## config.mk

```make
export PLATFORM = sky130hd
export DESIGN_NAME = cru_cell
export DESIGN_NICKNAME = d
export VERILOG_FILES = /design/src/rtl/cru_pkg.sv /design/src/rtl/cru_cell.sv
export SDC_FILE = /design/constraint.sdc
export NUM_CORES = 1
export LEC_CHECK = 0
export BUFFER_PORTS_ARGS = -buffer_cell sky130_fd_sc_hd__buf_2
export CORE_UTILIZATION = 65
export DETAILED_ROUTE_END_ITERATION = 8
export HOLD_SLACK_MARGIN = 0.02
export PLACE_DENSITY = 0.93
export SLEW_MARGIN = 25
export SYNTH_ARGS = -nofsm -noshare
export SYNTH_HDL_FRONTEND = slang
export SYNTH_SLANG_ARGS = --single-unit
```

## constraint.sdc

```tcl
create_clock -name clock -period 10.4 [get_ports clock]
set_input_delay 0 -clock clock [delete_from_list [all_inputs] [get_ports clock]]
set_output_delay 0 -clock clock [all_outputs]
set_load 0.1 [all_outputs]
```

## src/rtl/cru_pkg.sv

```systemverilog
`timescale 1ns / 1ps

package cru_pkg;

   localparam int SAMPLE_W    = 16;
   localparam int TAP_W       = 16;
   localparam int PARTIAL_W   = 48;
   localparam int RESULT_W    = 48;
   localparam int COLUMN_W    = 12;
   localparam int WIDTH_W     = 13;
   localparam int PROD_W      = SAMPLE_W + TAP_W;
   localparam int KERNEL_TAPS = 5;
   localparam int LEFT_PAD    = 1;
   localparam int MAX_WIDTH   = 4096;
   localparam int SUM_W       = PROD_W + $clog2(KERNEL_TAPS);
   localparam int ACC_W       = RESULT_W + 1;

   // Shifts between a sample's arrival and the column that it closes.
   localparam int LAG         = KERNEL_TAPS - 1 - LEFT_PAD;
   localparam int FLUSH_W     = $clog2(LAG + 1);
   localparam int TAP_IDX_W   = $clog2(KERNEL_TAPS);

   localparam int CSR_IDX_W   = 3;
   localparam int CSR_DATA_W  = 16;
   localparam int REQ_DATA_W  = 64;
   localparam int RSP_DATA_W  = 64;

   typedef enum logic [CSR_IDX_W-1:0] {
      CSR_TAP0      = 3'd0,
      CSR_TAP1      = 3'd1,
      CSR_TAP2      = 3'd2,
      CSR_TAP3      = 3'd3,
      CSR_TAP4      = 3'd4,
      CSR_IN_WIDTH  = 3'd5,
      CSR_OUT_WIDTH = 3'd6,
      CSR_RELU_ON   = 3'd7
   } csr_reg_type;

   typedef struct packed {
      logic shift;
      logic clear;
   } cell_ctrl_type;

endpackage

```

## src/rtl/cru_cell.sv

```systemverilog
`timescale 1ns / 1ps

module cru_cell (
   input  logic                                 clock,
   input  logic                                 reset,
   input  cru_pkg::cell_ctrl_type               ctrl,
   input  logic signed [cru_pkg::TAP_W-1:0]     tap,
   input  logic signed [cru_pkg::SAMPLE_W-1:0]  sample_in,
   input  logic signed [cru_pkg::PARTIAL_W-1:0] partial_in,
   output logic signed [cru_pkg::SAMPLE_W-1:0]  sample_out,
   output logic signed [cru_pkg::PARTIAL_W-1:0] partial_out,
   output logic signed [cru_pkg::PROD_W-1:0]    product
);
   import cru_pkg::*;

   logic signed [SAMPLE_W-1:0]  sample_ff;
   logic signed [PARTIAL_W-1:0] partial_ff;
   logic signed [PROD_W-1:0]    product_ff;
   logic signed [PROD_W-1:0]    product_in;

   // The product is taken on the sample entering the cell, so it lines up
   // with the window position that this cell covers after the shift.
   assign product_in = sample_in * tap;

   always_ff @(posedge clock) begin
      if (reset) begin
         sample_ff  <= '0;
         partial_ff <= '0;
      end else if (ctrl.shift) begin
         if (ctrl.clear) begin
            sample_ff  <= '0;
            partial_ff <= '0;
         end else begin
            sample_ff  <= sample_in;
            partial_ff <= partial_in;
         end
      end
   end

   always_ff @(posedge clock) begin
      if (ctrl.shift) begin
         product_ff <= product_in;
      end
   end

   assign sample_out  = sample_ff;
   assign partial_out = partial_ff;
   assign product     = product_ff;

endmodule

```

Word level (Yosys, flattened, before mapping). Cells that the tools add are included.

Multipliers: 1. Multiplexer cells: 2.

Operators by type and width (number): 2-to-1 mux 48 bit (1); multiplier 16 x 16 -> 32 bit (1); 2-to-1 mux 16 bit (1).

Flip-flop bits (word level): 96. Input bits: 84. Output and inout bits: 96. Word-level logic and storage cells: 6.

Logic depth before layout (Yosys ltp).
Depth in word-level cells: 1. Depth in mapped cells: 22. Mapped depth without buffers: 20.

Worst setup path after synthesis. Ideal clock, no wire load.

Kind: input-to-reg. From: in sample_in[15] in the netlist's numbering. To: reg product_ff[30], in the netlist product[30] (data pin). Library setup time: 0.176 ns. Arrival: 5.455 ns. Required time: 10.224 ns. Setup slack: 4.769 ns. Stages on the path: 19. Path buffers: 1. Cell sequence: clkbuf_1 > nand2_1 > inv_1 > fa_1 > fa_1 > fa_1 > fa_1 > fa_1 > inv_1 > fa_1 > inv_1 > ha_1 > nand3_2 > nor3_4 > nand3_2 > nor3_2 > a211oi_4 > or4b_1 > o311ai_2.

Word-level cells in the longest chain between the ends: 1.

Ends and longest elaborated chain: start, declared (RTL line cru_cell.sv:8) `input logic signed [cru_pkg::SAMPLE_W-1:0] sample_in,`; multiplier 16 x 16 -> 32 bit (RTL line cru_cell.sv:23) `assign product_in = sample_in * tap;`; named net product_in[30] (RTL line cru_cell.sv:19) `logic signed [PROD_W-1:0] product_in;`; end signal, assigned (RTL line cru_cell.sv:42) `product_ff <= product_in;`; end, declared (RTL line cru_cell.sv:18) `logic signed [PROD_W-1:0] product_ff;`.

The timed path passes the listed nets, and every way through them passes these cells. A chain may end at the register's enable or synchronous reset.

Final worst setup path.
From: in sample_in[8] in the netlist's numbering. To: reg product_ff[23], in the netlist product[23] (data pin).

Same word-level chain as after synthesis.

==> summary.md <==
| Metric | Value |
|---|---|
| Seq/Total Area, Yosys | 16.78% |
| Cell row count | 52 |
| Placer Congestion | 0.8865 |
| Largest cells by area after synthesis | fa_1, dfxtp_1, inv_1, ha_1, edfxtp_1 |
| FFs w/ async S/R, synth | 0% |
| Filler Cells Inserted | 1194 |
| Slowest cell on the critical path | fa_1 |
| Vias per cell | 5.981 |
| Hold crit path type | input port to flop |
| Status | complete, no violations |
| Number of global-route vias before repair | 12.16k |
| Count leader, synth | inv_1 |
| Worst path required time | 10.55 ns |
| Routed len/inst | 20.80 µm |
| Finish-stage setup viols | 0 |
| Htree depth | 3 |
| Post-cts sizing count | 0 |
| Largest net degree at the start of global routing | 84 |
| Die W | 145.4 µm |
| Fraction of layout cells with a size suffix above 1 | 13.86% |
| Vert. Die Dim | 145.4 µm |
| Critical path class | input port to flop |
| Final setup margin | 4.305 ns |
| Min cycle time layout | 6.095 ns |
| Worst slew margin | 48.15% |
| CP max FO | 17 |
| Final Cycle Share | 58.61% |
| Final WL | 38.77 mm |
| Commonest cells post-synth | inv_1, fa_1, nand2_1 |
| Gr ovfl total | 0 |
| Post-Place Setup Slack | 4.286 ns |
| Core area | 20170 µm² |
| Antenna-violating nets left | 0 |
| Startpoint Class | input port |
| CTS Sinks | 96 |
| Number of flops mapped to enable cells by yosys | 32 |
| Final Hold Fails | 0 |
| Clk_lat worst skew | 0.37 ns |
| Mapped cell area | 13360 µm² |
| Slew @ Worst Pin | 0.7777 ns |
| Worst-path clk slew | 0.08 ns |
| Max-cap viol count | 0 |
| Primary FF master, synth | dfxtp_1 |
| Root Buffer | clkbuf_16 |
| Max Clk Rate | 0.1641 GHz |
| Syn_nets | 1834 |
| Setup crit start | sample_in[8] |
| RSZ-0062 raised after global routing | no |
| Worst Setup End Kind | flop |
| Initial DRT Pass Iterations | 6 |
| Syn avg cell area | 9.501 µm² |
| NumNets Final | 2017 |
| WP data arrival | 6.25 ns |
| Cts bufs inserted | 9 |
| CTS max path bufs | 2 |
| Cts hold-fix bufs | 48 |
| DR vias | 11.15k |
| Share of the synthesized area in the top cell type | 39.26% |
| Initial antenna violation count | 1 |
| Setup TNS | 0 ns |
| Drt drc | 0 |
| Synthesized instance count | 1406 |
| Area delta synth->final | 13.44% |
| Final HPWL DP | 25.20 mm |
| Antenna diodes | 0 |
| Detailed Route Iter0 Violations | 1112 |
| Critical path, cell by cell | buf_2 > nand2_1 > fa_1 > inv_1 > fa_1 > fa_1 > fa_1 > fa_1 > inv_1 > fa_1 > inv_1 > ha_1 > a21oi_1 > o21ai_1 > nor3_1 > a21oi_2 > a31oi_4 > nor2b_1 > o311ai_1 |
| TritonCTS clock tree | built |
| First-pass GRT wire length | 61.59 mm |
| Tot GR Track Use | 38.70% |
| I/O Pins | 180 |
| CP most frequent cell | fa_1 |
| Synth warn | 0 |
| Slew Limit Fails | 0 |
| FF-to-FF Start | partial_out[22] |
| Hold Crit Start | sample_in[14] |
| Initial Utilization | 66.23% |
| Cell accounting for the most synthesized area | fa_1 |
| Synthesized flop and latch total | 96 |
| Setup bufs post-CTS | 0 |
| Clock Skew | 0 ns |
| Worst path max stage delay | 0.78 ns |
| Die footprint | 21130 µm² |
| IO Port Bufs | 179 |
| Distinct cells, synth | 56 |
path summary, 6_finish.rpt:
check                     to  slack (ns)  cells past startpoint
min           sample_out[14]        0.06                      3
min reg2reg    sample_out[3]        0.47                      2
max              product[23]        4.30                     19
max reg2reg  partial_out[22]        9.46                      3
cell type report:
cell class | instances | area (µm²) | share of cell area [%]
multi-input cells | 969 | 9813 | 64.75
flip-flops and latches | 96 | 2242 | 14.80
repair buffers | 229 | 1396 | 9.214
inverters | 284 | 1066 | 7.034
well taps | 270 | 337.8 | 2.229
clock buffers | 10 | 239.0 | 1.577
clock inverters | 6 | 60.06 | 0.3963
metal layers:
metal  part of all wire (%)  GRT usage [%]  vias to the layer above
met5                  0.072              0                        -
met4                     10          31.47                        4
met3                     11          12.85                      342
met2                     49          63.49                      818
met1                     30          40.90                     5391
li1                       -              -                     4593
through the flow:
step                cells  utilization, %  area, µm²  hold WS, ns
floorplan            1406               -      13360       0.1125
global placement     1800           71.26      14370       0.2238
detailed placement   1800           71.26      14370       0.2336
CTS                  1864           75.12      15150      0.06111
global route         1864           75.14      15150      0.07005
finish               1864           75.14      15150      0.06460
critical path, delay by kind of cell:
| kind | cells | cell delay (ns) |
|---|---|---|
| compound gates | 5 | 1.26 |
| fa+ha+maj | 7 | 3.85 |
| simple gates | 3 | 0.52 |
| buf+inv | 4 | 0.61 |
cells by family (layout without fill, tap and decap cells):
family	after synthesis	count (layout)	share of synthesized area, %
fa+ha+maj	344	344	46.94
buf+inv	341	529	9.778
flops	96	96	16.78
xor+xnor	36	36	2.360
compound gates	140	140	6.556
simple gates	449	449	17.58
cell usage in the layout, fill, tap and decap left out, drive strengths merged, types with 8 or more instances in the layout:
cell type,instances
xnor2,24
nand3,8
nand3b,17
a21oi,90
fa,262
nand2,134
dlygate4sd3,48
nand2b,22
clkbuf,10
edfxtp,32
o21ai,16
nor2,71
a21o,8
ha,82
inv,288
xor2,12
nor2b,56
buf,181
dfxtp,64
and2,122
sequential cells by signal, indices dropped and copies added, names as in the netlist:
register / cells
partial_out: 48
product: 32
sample_out: 16
Power is not shown: default switching activity piles up to over one toggle a cycle in this logic, so the estimate is an artifact.
